**src/sv/cdlr_pkg.sv**
```systemverilog
// cdlr_pkg: widths, codes and command/status types of the line rasterizer
// used by cdlr_ctrl, cdlr_datapath and clipped_dda_line_rasterizer_unit
package cdlr_pkg;

    localparam int COORD_BITS  = 16;
    localparam int ADDR_BITS   = 24;
    localparam int REG_BITS    = 13;
    localparam int COLOUR_BITS = 32;
    localparam int CFG_IDX_BITS = 2;

    localparam int CMP_BITS  = (COORD_BITS > REG_BITS) ? COORD_BITS : REG_BITS;
    localparam int PROD_BITS = COORD_BITS + REG_BITS;
    localparam int SUM_BITS  = PROD_BITS + 1;

    localparam logic [REG_BITS-1:0] WIDTH_RESET  = REG_BITS'(640);
    localparam logic [REG_BITS-1:0] HEIGHT_RESET = REG_BITS'(480);

    localparam logic KIND_LOAD = 1'b0;
    localparam logic KIND_TICK = 1'b1;

    localparam logic [CFG_IDX_BITS-1:0] CFG_WIDTH  = CFG_IDX_BITS'(0);
    localparam logic [CFG_IDX_BITS-1:0] CFG_HEIGHT = CFG_IDX_BITS'(1);

    typedef struct packed {
        logic load;
        logic emit;
    } t_cmd;

    typedef struct packed {
        logic last;
    } t_stat;

endpackage

```
**src/sv/cdlr_ctrl.sv**
```systemverilog
// cdlr_ctrl: line state machine and handshake control of the rasterizer
// depends on cdlr_pkg; drives cdlr_datapath through t_cmd
module cdlr_ctrl (
    input  logic              i_clk,
    input  logic              i_rst_n,
    input  logic              i_in_valid,
    input  logic              i_kind,
    output logic              o_in_stall,
    output logic              o_out_valid,
    input  logic              i_out_stall,
    output cdlr_pkg::t_cmd    o_cmd,
    input  cdlr_pkg::t_stat   i_stat
);

    typedef enum logic [1:0] {
        ST_IDLE = 2'b01,
        ST_DRAW = 2'b10
    } t_state;

    t_state r_state, n_state;
    logic   r_out_valid, n_out_valid;
    logic   w_accept;

    assign o_in_stall  = r_out_valid & i_out_stall;
    assign w_accept    = i_in_valid & ~o_in_stall;
    assign o_out_valid = r_out_valid;

    always_comb begin
        o_cmd.load = w_accept & (i_kind == cdlr_pkg::KIND_LOAD);
        o_cmd.emit = 1'b0;
        n_state    = r_state;
        case (r_state)
            ST_IDLE: begin
                if (o_cmd.load) begin
                    n_state = ST_DRAW;
                end
            end
            ST_DRAW: begin
                o_cmd.emit = w_accept & (i_kind == cdlr_pkg::KIND_TICK);
                if (o_cmd.emit & i_stat.last) begin
                    n_state = ST_IDLE;
                end
            end
            default: begin
                n_state = ST_IDLE;
            end
        endcase
        if (o_cmd.emit) begin
            n_out_valid = 1'b1;
        end else begin
            n_out_valid = r_out_valid & i_out_stall;
        end
    end

    always_ff @(posedge i_clk) begin
        if (!i_rst_n) begin
            r_state     <= ST_IDLE;
            r_out_valid <= 1'b0;
        end else begin
            r_state     <= n_state;
            r_out_valid <= n_out_valid;
        end
    end

`ifndef ASSERT_OFF
    a_emit_sets_valid: assert property (@(posedge i_clk) disable iff (!i_rst_n)
        o_cmd.emit |=> r_out_valid)
        else $error("emitted word not presented");
    a_no_emit_idle: assert property (@(posedge i_clk) disable iff (!i_rst_n)
        (r_state == ST_IDLE) |-> !o_cmd.emit)
        else $error("word emitted with no line active");
    a_last_ends_line: assert property (@(posedge i_clk) disable iff (!i_rst_n)
        (o_cmd.emit && i_stat.last) |=> (r_state == ST_IDLE))
        else $error("line still active after last point");
    a_no_overwrite: assert property (@(posedge i_clk) disable iff (!i_rst_n)
        (r_out_valid && i_out_stall) |-> (!o_cmd.emit && !o_cmd.load))
        else $error("command issued while output word is held");
`endif

endmodule

```
**src/sv/cdlr_datapath.sv**
```systemverilog
// cdlr_datapath: line registers, quotient/remainder stepping, clip and address
// depends on cdlr_pkg; commanded by cdlr_ctrl
module cdlr_datapath (
    input  logic                                  i_clk,
    input  logic                                  i_rst_n,
    input  cdlr_pkg::t_cmd                        i_cmd,
    output cdlr_pkg::t_stat                       o_stat,
    input  logic                                  i_cfg_we,
    input  logic [cdlr_pkg::CFG_IDX_BITS-1:0]     i_cfg_idx,
    input  logic [cdlr_pkg::REG_BITS-1:0]         i_cfg_data,
    input  logic signed [cdlr_pkg::COORD_BITS-1:0] i_start_x,
    input  logic signed [cdlr_pkg::COORD_BITS-1:0] i_start_y,
    input  logic signed [cdlr_pkg::COORD_BITS-1:0] i_end_x,
    input  logic signed [cdlr_pkg::COORD_BITS-1:0] i_end_y,
    input  logic [cdlr_pkg::COLOUR_BITS-1:0]      i_line_colour,
    output logic signed [cdlr_pkg::COORD_BITS-1:0] o_pixel_x,
    output logic signed [cdlr_pkg::COORD_BITS-1:0] o_pixel_y,
    output logic [cdlr_pkg::ADDR_BITS-1:0]        o_pixel_address,
    output logic [cdlr_pkg::COLOUR_BITS-1:0]      o_pixel_value,
    output logic                                  o_inside_res,
    output logic                                  o_last
);

    localparam int CB = cdlr_pkg::COORD_BITS;

    logic [cdlr_pkg::REG_BITS-1:0]    r_width, r_height;
    logic [CB-1:0]                    r_cur_x, r_cur_y, n_cur_x, n_cur_y;
    logic [CB-1:0]                    r_abs_dx, r_abs_dy;
    logic                             r_neg_x, r_neg_y;
    logic [CB-1:0]                    r_rem_x, r_rem_y, n_rem_x, n_rem_y;
    logic [CB-1:0]                    r_span, r_step;
    logic [cdlr_pkg::COLOUR_BITS-1:0] r_colour;

    logic [CB:0]                      w_dx, w_dy, w_ax, w_ay;
    logic [CB:0]                      w_sum_x, w_sum_y, w_dif_x, w_dif_y;
    logic                             w_carry_x, w_carry_y;
    logic                             w_in_x, w_in_y, w_inside;
    logic [cdlr_pkg::PROD_BITS-1:0]   w_prod;
    logic [cdlr_pkg::SUM_BITS-1:0]    w_addr_sum;

    // load: deltas, magnitudes and span
    assign w_dx = {i_end_x[CB-1], i_end_x} - {i_start_x[CB-1], i_start_x};
    assign w_dy = {i_end_y[CB-1], i_end_y} - {i_start_y[CB-1], i_start_y};
    assign w_ax = w_dx[CB] ? -w_dx : w_dx;
    assign w_ay = w_dy[CB] ? -w_dy : w_dy;

    // step: remainder of i*|d|/span, carry moves the coordinate by one
    assign w_sum_x   = {1'b0, r_rem_x} + {1'b0, r_abs_dx};
    assign w_sum_y   = {1'b0, r_rem_y} + {1'b0, r_abs_dy};
    assign w_dif_x   = w_sum_x - {1'b0, r_span};
    assign w_dif_y   = w_sum_y - {1'b0, r_span};
    assign w_carry_x = w_sum_x >= {1'b0, r_span};
    assign w_carry_y = w_sum_y >= {1'b0, r_span};

    always_comb begin
        n_rem_x = w_carry_x ? w_dif_x[CB-1:0] : w_sum_x[CB-1:0];
        n_rem_y = w_carry_y ? w_dif_y[CB-1:0] : w_sum_y[CB-1:0];
        n_cur_x = r_cur_x;
        n_cur_y = r_cur_y;
        if (w_carry_x) begin
            n_cur_x = r_neg_x ? r_cur_x - CB'(1) : r_cur_x + CB'(1);
        end
        if (w_carry_y) begin
            n_cur_y = r_neg_y ? r_cur_y - CB'(1) : r_cur_y + CB'(1);
        end
    end

    assign o_stat.last = (r_step == r_span);

    // clip and address of the current point
    assign w_in_x = !r_cur_x[CB-1] &&
                    (cdlr_pkg::CMP_BITS'(r_cur_x) < cdlr_pkg::CMP_BITS'(r_width));
    assign w_in_y = !r_cur_y[CB-1] &&
                    (cdlr_pkg::CMP_BITS'(r_cur_y) < cdlr_pkg::CMP_BITS'(r_height));
    assign w_inside   = w_in_x & w_in_y;
    assign w_prod     = cdlr_pkg::PROD_BITS'(r_width) * cdlr_pkg::PROD_BITS'(r_cur_y);
    assign w_addr_sum = {1'b0, w_prod} + cdlr_pkg::SUM_BITS'(r_cur_x);

    always_ff @(posedge i_clk) begin
        if (!i_rst_n) begin
            r_width  <= cdlr_pkg::WIDTH_RESET;
            r_height <= cdlr_pkg::HEIGHT_RESET;
        end else if (i_cfg_we) begin
            if (i_cfg_idx == cdlr_pkg::CFG_WIDTH) begin
                r_width <= i_cfg_data;
            end
            if (i_cfg_idx == cdlr_pkg::CFG_HEIGHT) begin
                r_height <= i_cfg_data;
            end
        end
    end

    always_ff @(posedge i_clk) begin
        if (i_cmd.load) begin
            r_cur_x  <= i_start_x;
            r_cur_y  <= i_start_y;
            r_abs_dx <= w_ax[CB-1:0];
            r_abs_dy <= w_ay[CB-1:0];
            r_neg_x  <= w_dx[CB];
            r_neg_y  <= w_dy[CB];
            r_rem_x  <= '0;
            r_rem_y  <= '0;
            r_span   <= (w_ax > w_ay) ? w_ax[CB-1:0] : w_ay[CB-1:0];
            r_step   <= '0;
            r_colour <= i_line_colour;
        end else if (i_cmd.emit && !o_stat.last) begin
            r_cur_x <= n_cur_x;
            r_cur_y <= n_cur_y;
            r_rem_x <= n_rem_x;
            r_rem_y <= n_rem_y;
            r_step  <= r_step + CB'(1);
        end
    end

    // output word
    always_ff @(posedge i_clk) begin
        if (i_cmd.emit) begin
            o_pixel_x       <= r_cur_x;
            o_pixel_y       <= r_cur_y;
            o_pixel_address <= w_inside ? w_addr_sum[cdlr_pkg::ADDR_BITS-1:0] : '0;
            o_pixel_value   <= r_colour;
            o_inside_res    <= w_inside;
            o_last          <= o_stat.last;
        end
    end

`ifndef ASSERT_OFF
    a_step_bounded: assert property (@(posedge i_clk)
        (i_cmd.emit && !o_stat.last && !i_cmd.load) |=> (r_step <= r_span))
        else $error("step index ran past span");
    a_rem_bounded: assert property (@(posedge i_clk)
        (i_cmd.emit && !o_stat.last && !i_cmd.load) |=>
            ((r_rem_x < r_span) && (r_rem_y < r_span)))
        else $error("remainder not below span");
    a_outside_zero_addr: assert property (@(posedge i_clk)
        (i_cmd.emit && !w_inside) |=> (o_pixel_address == '0))
        else $error("address given for clipped point");
`endif

endmodule

```
**src/sv/clipped_dda_line_rasterizer_unit.sv**
```systemverilog
// clipped_dda_line_rasterizer_unit: top level of the clipped dda line rasterizer
// depends on cdlr_pkg, cdlr_ctrl and cdlr_datapath
//
//  channel | handshake                | word
//  --------+--------------------------+---------------------------------------------
//  in      | i_in_valid / o_in_stall  | kind, start/end x,y, line_colour
//  out     | o_out_valid / i_out_stall| pixel x,y, address, value, inside, last
//  cfg     | i_cfg_we                 | i_cfg_idx, i_cfg_data (width, height)
//
// one input word per cycle while o_in_stall is low; a tick's pixel is presented in the cycle after acceptance
// the next point comes from a one-step quotient/remainder update per axis
// address uses one 13x16 multiply between the point and output registers
// o_in_stall is high only while a finished word is held by i_out_stall
// synchronous active-low reset: no line active, width 640, height 480
module clipped_dda_line_rasterizer_unit (
    input  logic                                   i_clk,
    input  logic                                   i_rst_n,
    input  logic                                   i_cfg_we,
    input  logic [cdlr_pkg::CFG_IDX_BITS-1:0]      i_cfg_idx,
    input  logic [cdlr_pkg::REG_BITS-1:0]          i_cfg_data,
    input  logic                                   i_in_valid,
    output logic                                   o_in_stall,
    input  logic                                   i_kind,
    input  logic signed [cdlr_pkg::COORD_BITS-1:0] i_start_x,
    input  logic signed [cdlr_pkg::COORD_BITS-1:0] i_start_y,
    input  logic signed [cdlr_pkg::COORD_BITS-1:0] i_end_x,
    input  logic signed [cdlr_pkg::COORD_BITS-1:0] i_end_y,
    input  logic [cdlr_pkg::COLOUR_BITS-1:0]       i_line_colour,
    output logic                                   o_out_valid,
    input  logic                                   i_out_stall,
    output logic signed [cdlr_pkg::COORD_BITS-1:0] o_pixel_x,
    output logic signed [cdlr_pkg::COORD_BITS-1:0] o_pixel_y,
    output logic [cdlr_pkg::ADDR_BITS-1:0]         o_pixel_address,
    output logic [cdlr_pkg::COLOUR_BITS-1:0]       o_pixel_value,
    output logic                                   o_inside_res,
    output logic                                   o_last
);

    cdlr_pkg::t_cmd  w_cmd;
    cdlr_pkg::t_stat w_stat;

    cdlr_ctrl u_ctrl (
        .i_clk       (i_clk),
        .i_rst_n     (i_rst_n),
        .i_in_valid  (i_in_valid),
        .i_kind      (i_kind),
        .o_in_stall  (o_in_stall),
        .o_out_valid (o_out_valid),
        .i_out_stall (i_out_stall),
        .o_cmd       (w_cmd),
        .i_stat      (w_stat)
    );

    cdlr_datapath u_datapath (
        .i_clk           (i_clk),
        .i_rst_n         (i_rst_n),
        .i_cmd           (w_cmd),
        .o_stat          (w_stat),
        .i_cfg_we        (i_cfg_we),
        .i_cfg_idx       (i_cfg_idx),
        .i_cfg_data      (i_cfg_data),
        .i_start_x       (i_start_x),
        .i_start_y       (i_start_y),
        .i_end_x         (i_end_x),
        .i_end_y         (i_end_y),
        .i_line_colour   (i_line_colour),
        .o_pixel_x       (o_pixel_x),
        .o_pixel_y       (o_pixel_y),
        .o_pixel_address (o_pixel_address),
        .o_pixel_value   (o_pixel_value),
        .o_inside_res    (o_inside_res),
        .o_last          (o_last)
    );

endmodule
```
**config.mk**
```make
export PLATFORM = sky130hd
export DESIGN_NAME = clipped_dda_line_rasterizer_unit
export DESIGN_NICKNAME = d
export VERILOG_FILES = /design/src/sv/cdlr_pkg.sv /design/src/sv/cdlr_ctrl.sv /design/src/sv/cdlr_datapath.sv /design/src/sv/clipped_dda_line_rasterizer_unit.sv
export SDC_FILE = /design/constraint.sdc
export NUM_CORES = 1
export LEC_CHECK = 0
export BUFFER_PORTS_ARGS = -buffer_cell sky130_fd_sc_hd__buf_4
export CELL_PAD_IN_SITES_DETAIL_PLACEMENT = 0
export CELL_PAD_IN_SITES_GLOBAL_PLACEMENT = 2
export CORE_MARGIN = 3
export CORE_UTILIZATION = 40
export CTS_BUF_LIST = sky130_fd_sc_hd__clkbuf_8
export CTS_CLUSTER_DIAMETER = 60
export DETAILED_ROUTE_END_ITERATION = 6
export HOLD_SLACK_MARGIN = 0.03
export MAX_ROUTING_LAYER = met4
export PLACE_DENSITY_LB_ADDON = 0.1
export SLEW_MARGIN = 10
export SYNTH_ARGS = -nofsm -noshare
export SYNTH_HDL_FRONTEND = slang
export SYNTH_SLANG_ARGS = --single-unit
```
**constraint.sdc**
```tcl
create_clock -name i_clk -period 7.3 [get_ports i_clk]
set_clock_uncertainty 0.2 [all_clocks]
set_input_delay 0.73 -clock i_clk [delete_from_list [all_inputs] [get_ports i_clk]]
set_output_delay 0.73 -clock i_clk [all_outputs]
set_load 0.01 [all_outputs]
```
==> results of run 1 <==
final timing paths:
| kind | end | slack, ns | cells past startpoint |
|---|---|---|---|
| worst max-delay path | u_datapath.o_pixel_address[22]$_SDFFCE_PN0P_ | 0.50 | 22 |
| worst min-delay path | u_datapath.r_height[7]$_SDFFE_PN1P_ | 0.16 | 3 |
| worst max register to register | u_datapath.o_pixel_address[22]$_SDFFCE_PN0P_ | 0.50 | 22 |
| worst min register to register | u_datapath.o_pixel_value[20]$_DFFE_PP_ | 0.21 | 0 |
area by class of cell:
class	instances	area (um^2)
antenna	2	5.00
fill	5716	31100
inverter	363	1370
tap	773	967
clock inverter	43	324
timing repair buffer	299	2320
clock buffer	57	785
multi-input combinational	1834	15000
sequential	281	7670
stage by stage:
step | setup slack [ns] | total power [W] | hold slack, ns
after global routing | 0.108 | 0.00725 | 0.113
after floorplan | 0.769 | 0.00422 | 0.200
after detailed placement | 0.474 | 0.00511 | 0.205
final | 0.495 | 0.00671 | 0.164
after CTS | 0.484 | 0.00678 | 0.102
after global placement | 0.575 | 0.00508 | 0.201
worst min-delay path: stages:
cell and delay, ns:
buf_4 0.09, nand2_1 0.04, o211ai_1 0.08
power groups by stage:
stage	logic [W]	clock network, W	registers [W]
detailed placement	0.00312	0	0.00199
finish	0.00314	0.00161	0.00196
CTS	0.00316	0.00167	0.00196
floorplan	0.00231	0	0.00191
global route	0.00355	0.00174	0.00196
global placement	0.00309	0	0.00199
layout by cell type (no fill, tap or decap), types with 15 or more instances in the layout:
cell	instances
xnor2_1	106
clkbuf_8	57
mux2i_1	35
nand2_1	230
nand4_1	23
o211ai_1	15
nor3_1	42
fa_1	166
dlygate4sd3_1	32
ha_1	235
buf_4	267
o21ai_0	80
nor2_1	189
a21o_1	40
and2_1	94
and3_1	20
xor2_1	74
a21oi_1	135
o21a_1	26
a21boi_0	26
nand3_1	30
nor2b_1	18
inv_1	370
or3_1	23
a211oi_1	37
edfxtp_1	204
a31oi_1	18
dfxtp_1	77
layer usage:
metal | vias up | track usage, % | part of all wire [%]
met1 | 9321 | 33.8 | 49
met2 | 424 | 37.0 | 45
li1 | 9315 | - | -
met4 | 0 | 4.68 | 1.7
met5 | - | - | 0
met3 | 72 | 2.77 | 4.7
kinds of logic after synthesis:
| kind of cell | count (synthesis) | synth area share (%) |
|---|---|---|
| and+or+nand+nor | 732 | 14.5 |
| AOI/OAI and AO/OA | 485 | 13.2 |
| buffers and inverters | 437 | 6.83 |
| adders and majority gates | 401 | 25.8 |
| DFF | 281 | 31.6 |
| xor gates and xnor gates | 180 | 6.50 |
| muxes | 36 | 1.49 |
==> results.toml, run 1 <==
[worst_setup_path]
cp.required_ns = 7.46
worstPathMaxFanout = 16
end_kind = "register"
path_cells = "and2_1 -> fa_1 -> inv_1 -> fa_1 -> inv_1 -> fa_1 -> fa_1 -> fa_1 -> inv_1 -> fa_1 -> inv_1 -> ha_1 -> a21o_1 -> a21oi_1 -> or3b_2 -> o31a_1 -> a211oi_1 -> buf_4 -> o311ai_0 -> a21oi_1 -> xor2_1 -> nor2_1"
start_kind = "register"
crit_path_frequent_cell = "fa_1"
reg2reg_from = "u_datapath.r_width[1]$_SDFFE_PN0P_"
arrival_ns = 6.97
critPathKind = "register to register"
cp_slowest_cell = "fa_1"
cp-startpoint = "u_datapath.r_width[1]$_SDFFE_PN0P_"
critPathTopFamily = "adder cells"
critical_path_buf_inv_count = 5
slowest_delay_ns = 0.54

[placed_design]
portBuffers = 208
gp_congestion = 0.900
hpwl_mm = 59.1
placed_area_um2 = 27000
dp_cells = 3518

[synth]
syn-instance-count = 2552
yosys_warnings = 0
synth_area_per_cell_um2 = 9.50
yosys-top-cells-count = "inv_1, ha_1, nand2_1"
synth_area_um2 = 24200
synthArstFlopShare_pct = 0
synth_edf_count = 204
synth.largest_area_cell = "edfxtp_1"
synth_top_area_share_pct = 25.3
yosysUniqueCellTypes = 81
syn_nets = 3070
synth_seq_cells = 281
synth_most_common_cell = "inv_1"
seq_area_frac_synth_pct = 31.6
synth_area_leaders = "edfxtp_1, fa_1, ha_1"
synth_flop_cell = "edfxtp_1"

[cts]
clock_latency_ns = 0.65
clk_path_buf_depth = 3
cts_tree = "done"
postCtsSetupBuffers = 0
clk_pin_slew_ns = 0.06
h-tree-depth = 2
clock_sinks = 281
cts_resized = 0
root_buffer = "clkbuf_8"
cts_made_buffers = 54
holdBufCountCts = 32

[job]
max_cap_viol_count = 0

[sta]
maxSlewHeadroom_pct = 23.1
worst_pin_slew_ns = 1.14
max_freq_mhz = 147
hold_viol = 0
slew_violations = 0
setup_tns_ns = 0
rsz0062_at_grt = "false"
period_share_pct = 93.2
finalSetupViolCount = 0
min_period_ns = 6.80

[drt]
viasPerCell = 5.24
ant_nets = 0
wl_mm = 73.4
drt_first_iter_violations = 1149
via_count = 19100
drc = 0
first_pass_iters = 5
routedWlPerCell_um = 20.1

[final_layout]
nets = 3351
reg_top3 = "u_datapath.o_pixel_value (32), u_datapath.r_colour (32), u_datapath.o_pixel_address (24)"
area_growth_pct = 17.1
final_util_pct = 47.7
drive_gt1_share_pct = 12.9
postLayoutCellArea_um2 = 28400
layoutNonFillerInstCount = 3652

[die]
die_h_um = 252
start_util_pct = 40.8
num_rows = 89
pin_count = 209
die_w_um = 252
coreArea_um2 = 59500
die_area_um2 = 63600

[status]
status = "finished clean"

[power]
clkPwrFrac_pct = 24.0
ir_drop_uv = 136
p_sw_w = 0.00265
leakage_nw = 12.9
intPower_w = 0.00407
power.density_nw_per_um2 = 236
p_seq_share_pct = 29.2
comb_power_share_pct = 46.8
switching_share_pct = 39.5

[global_route]
gr-total-overflow = 0
grt_max_degree = 86
grt_pass1_vias = 19400
grt_pass1_wl_mm = 114
track_usage_pct = 23.8
antenna_found_initial = 1

[worst_hold_path]
hold_class = "input port to register"
worstHoldStart = "i_cfg_data[7]"
No activity file was read; power rests on OpenSTA's default activity.
==> run 2, diff against run 1 <==
CORE_ASPECT_RATIO = 0.5   (was unset)
==> results.toml, run 2 (same netlist as run 1, synthesis figures left out) <==
[sta]
timing.hold.ws_ns = 0.0965
max_freq_mhz = 147
setup_tns_ns = 0
min_period_ns = 6.79
rsz0062_at_grt = "false"
hold_viol = 0
period_share_pct = 93.0
finalSetupViolCount = 0
worst_pin_slew_ns = 1.06
maxSlewHeadroom_pct = 29.4
slew_violations = 0

[worst_setup_path]
start_kind = "register"
end_kind = "register"
reg2reg_from = "u_datapath.r_cur_y[6]$_DFFE_PP_"
cp-startpoint = "u_datapath.r_cur_y[6]$_DFFE_PP_"
worstPathMaxFanout = 13
reg2reg_to = "u_datapath.o_pixel_address[22]$_SDFFCE_PN0P_"
reg2reg_slack_ns = 0.51
cp.required_ns = 7.43
r2r_cells = 22
arrival_ns = 6.92
critPathKind = "register to register"

[final_layout]
regArea_um2 = 7670
area_growth_pct = 15.6
fillCellCount = 5835
final_cell_mix = "inv_1, buf_4, ha_1, nand2_1, edfxtp_1"
drive_gt1_share_pct = 12.9
nets = 3308
final_util_pct = 47.0
final_common_cell = "inv_1"
layoutNonFillerInstCount = 3646
reg_top3 = "u_datapath.o_pixel_value (32), u_datapath.r_colour (32), u_datapath.o_pixel_address (24)"
multiInputGateArea_um2 = 15000

[cts]
clock_latency_ns = 0.62
cts_made_buffers = 48
clock_sinks = 281
root_buffer = "clkbuf_8"
postCtsSetupBuffers = 0
cts_tree = "done"
clk_pin_slew_ns = 0.07
h-tree-depth = 2
clk_path_buf_depth = 3

[job]
max_cap_viol_count = 0

[drt]
via_count = 18700
first_pass_iters = 5
ant_nets = 0
drc = 0
viasPerCell = 5.13
wl_mm = 71.6
routedWlPerCell_um = 19.6
drt_first_iter_violations = 1150

[global_route]
grt_pass1_wl_mm = 110
grt_pass1_vias = 18900
grt_max_degree = 74
gr-total-overflow = 0
antenna_found_initial = 5
track_usage_pct = 22.8

[power]
leakage_nw = 12.6
ir_drop_uv = 143
power.density_nw_per_um2 = 236

[status]
status = "finished clean"

[worst_hold_path]
worstHoldStart = "i_line_colour[15]"
holdPathStages = 1
hold_class = "input port to register"
hold_end = "u_datapath.r_colour[15]$_DFFE_PP_"

[placed_design]
hpwl_mm = 56.8
dp_cells = 3551
gp_congestion = 0.898
portBuffers = 208

[die]
die_area_um2 = 63800
die_w_um = 354
start_util_pct = 40.7
coreArea_um2 = 59600
num_rows = 63
pin_count = 209
die_h_um = 180
-- run 2: cell types whose count changed in the layout (fill, tap and decap cells not counted), sizes merged --
cell	before	now
dlygate4sd3	32	1
diode	2	4
clkinv	25	18
clkinvlp	1	5
buf	267	261
inv	376	371
clkbuf	57	55
-- run 2: metrics by stage --
step                instance area (um^2)  power, W  setup WS [ns]
floorplan                          24200   0.00422          0.769
global placement                   27000   0.00506          0.412
detailed placement                 27000   0.00507          0.348
CTS                                28000   0.00668          0.321
global route                       28000   0.00717          0.120
finish                             28000   0.00660          0.513
-- run 2: power breakdown --
group | internal [W] | switching [W]
Combinational | 0.00131 | 0.00178
Sequential | 0.00184 | 0.0000979
Clock | 0.000841 | 0.000726
-- run 2: worst max-delay path by stage --
stage,cells after the start,slack [ns],endpoint
after floorplan,22,0.77,u_datapath.o_pixel_address[22]$_SDFFCE_PN0P_
after global placement,23,0.41,u_datapath.o_pixel_address[22]$_SDFFCE_PN0P_
after detailed placement,22,0.35,u_datapath.o_pixel_address[22]$_SDFFCE_PN0P_
after CTS,22,0.32,u_datapath.o_pixel_address[22]$_SDFFCE_PN0P_
after global routing,22,0.12,u_datapath.o_pixel_address[22]$_SDFFCE_PN0P_
final,22,0.51,u_datapath.o_pixel_address[22]$_SDFFCE_PN0P_
-- run 2: final cells by class --
class | instances | area share [%]
repair buffers | 262 | 7.03
flip-flops and latches | 281 | 27.4
multi-input cells | 1834 | 53.4
inverters | 363 | 4.88
well taps | 812 | 3.63
clock inverters | 35 | 0.991
clock buffers | 55 | 2.70
diodes | 4 | 0.0357
-- run 2: metal layers --
metal  global-route usage, %  vias to the layer above  share of wire [%]
met5                       -                        -                  0
met4                    6.73                        0                2.8
met3                    2.48                       91                2.9
met2                    37.0                      317                 47
met1                    30.3                     9076                 47
li1                        -                     9237                  -
-- run 2: critical path: stages, from the launching register on --
cell	delay, ns
edfxtp_1	0.58
buf_4	0.24
and2_1	0.16
fa_1	0.48
inv_1	0.06
fa_1	0.50
inv_1	0.07
fa_1	0.48
fa_1	0.47
fa_1	0.52
inv_1	0.05
fa_1	0.35
inv_1	0.06
ha_1	0.28
a21o_1	0.20
a21oi_1	0.17
or3b_2	0.45
o31a_1	0.32
a211oi_2	0.30
o311ai_0	0.19
a21oi_1	0.18
xor2_1	0.15
nor2_1	0.05
-- run 2: repair_timing --
item,in CTS,in global routing
hold endpoints to repair,0,1
gates resized for setup,0,1
hold buffers,0,1
setup endpoints to repair,0,1
==> run 3, diff against run 2 <==
BUFFER_PORTS_ARGS = unset   (was -buffer_cell sky130_fd_sc_hd__buf_4)
CORE_UTILIZATION = 30   (was 40)
DONT_BUFFER_PORTS = 1   (was unset)
==> results.toml, run 3 (same netlist as run 1, synthesis figures left out) <==
[status]
status = "finished clean"

[job]
max_cap_viol_count = 0

[worst_setup_path]
start_kind = "register"
worstPathMaxFanout = 16
end_kind = "register"
cp.required_ns = 7.47
critPathKind = "register to register"
arrival_ns = 7.04
reg2reg_slack_ns = 0.42

[sta]
rsz0062_at_grt = "false"
timing.hold.ws_ns = 0.116
slew_violations = 0
finalSetupViolCount = 0
period_share_pct = 94.2
min_period_ns = 6.88
worst_pin_slew_ns = 1.13
hold_viol = 0
maxSlewHeadroom_pct = 24.0
setup_tns_ns = 0
max_freq_mhz = 145

[cts]
root_buffer = "clkbuf_8"
clk_pin_slew_ns = 0.06
h-tree-depth = 2
clk_path_buf_depth = 3
cts_made_buffers = 49
clock_latency_ns = 0.66
clock_sinks = 281
cts_tree = "done"

[drt]
via_count = 18000
viasPerCell = 4.80
ant_nets = 0
drt_first_iter_violations = 890
first_pass_iters = 7
wl_mm = 78.1
drc = 0
routedWlPerCell_um = 20.9

[global_route]
grt_pass1_vias = 18700
grt_max_degree = 100
antenna_found_initial = 4
grt_pass1_wl_mm = 118
gr-total-overflow = 0
track_usage_pct = 19.0

[die]
die_area_um2 = 84500
die_h_um = 207
coreArea_um2 = 78600
start_util_pct = 30.8
pin_count = 209
die_w_um = 408
num_rows = 72

[final_layout]
nets = 3147
final_common_cell = "inv_1"
final_cell_mix = "inv_1, ha_1, nand2_1, edfxtp_1, nor2_1"
drive_gt1_share_pct = 6.07
area_growth_pct = 12.6
reg_top3 = "u_datapath.o_pixel_value (32), u_datapath.r_colour (32), u_datapath.o_pixel_address (24)"
layoutNonFillerInstCount = 3747

[worst_hold_path]
hold_class = "input port to register"

[placed_design]
portBuffers = 0
gp_congestion = 0.838
dp_cells = 3604
hpwl_mm = 62.1

[power]
leakage_nw = 11.8
ir_drop_uv = 183
power.density_nw_per_um2 = 244
[run 3: changes by cell type in the layout (fill, tap and decap cells not counted), moves of 2 or more]
cell and delta:
clkinv_4 +4, buf_4 -209, inv_1 -6, dlygate4sd3_1 +45
clkinvlp_4 -3, clkinv_2 +4, clkbuf_8 -2, buf_12 +2
clkinv_1 +5
[run 3: worst paths after layout]
| path | startpoint | to | cells past startpoint |
|---|---|---|---|
| worst max register to register | u_datapath.r_width[1]$_SDFFE_PN0P_ | u_datapath.o_pixel_address[22]$_SDFFCE_PN0P_ | 21 |
| worst min register to register | u_datapath.r_colour[12]$_DFFE_PP_ | u_datapath.o_pixel_value[12]$_DFFE_PP_ | 0 |
| worst max-delay path | u_datapath.r_width[1]$_SDFFE_PN0P_ | u_datapath.o_pixel_address[22]$_SDFFCE_PN0P_ | 21 |
| worst min-delay path | i_start_y[15] | u_datapath.r_cur_y[15]$_DFFE_PP_ | 2 |
[run 3: layout make-up]
cell class / instances / area, um^2
Multi-Input combinational cell: 1834 / 15000
Clock inverter: 39 / 328
Tap cell: 1073 / 1340
Clock buffer: 53 / 729
Antenna cell: 4 / 10.0
Timing Repair Buffer: 100 / 891
Sequential cell: 281 / 7670
Fill cell: 8128 / 51300
Inverter: 363 / 1370
[run 3: routing by layer]
metal | GRT usage (%) | routed length, um | vias to the layer above
li1 | - | - | 8891
met1 | 24.8 | 37100 | 8796
met2 | 31.7 | 37600 | 198
met3 | 2.21 | 1950 | 87
met4 | 4.30 | 1480 | 0
met5 | - | 0 | -
[run 3: what timing repair did]
action                    in CTS  in global routing
gates resized for setup        0                  0
hold endpoints to repair      61                  0
hold buffers                  47                  0
buffers inserted               0                  0
[run 3: where the power goes]
| part | internal [W] | leakage [nW] | switching (W) |
|---|---|---|---|
| sequential | 0.00184 | 2.56 | 0.000109 |
| combinational | 0.00130 | 8.72 | 0.00179 |
| clock | 0.000860 | 0.559 | 0.000762 |
| total | 0.00400 | 11.8 | 0.00266 |
[run 3: metrics by stage]
step / power, W / worst slack (ns) / cell area, um^2 / util (%)
after floorplan: 0.00422 / 0.769 / 24200 / -
after global placement: 0.00512 / 0.426 / 25700 / 32.7
after detailed placement: 0.00508 / 0.376 / 25700 / 32.7
after CTS: 0.00680 / 0.358 / 27300 / 34.7
after global routing: 0.00728 / 0.00491 / 27300 / 34.7
final: 0.00666 / 0.423 / 27300 / 34.7
[run 3: critical path, cell delays in order, from the launching register on]
cell	delay [ns]
dfxtp_1	0.46
and2_1	0.24
fa_1	0.53
inv_1	0.05
fa_1	0.48
inv_1	0.06
fa_1	0.51
fa_1	0.51
fa_1	0.49
inv_1	0.05
fa_1	0.47
inv_1	0.04
ha_1	0.34
a21o_1	0.20
a21oi_1	0.17
or3b_2	0.45
o31a_1	0.31
a211oi_1	0.41
o311ai_0	0.22
a21oi_1	0.19
xor2_1	0.15
nor2_1	0.05
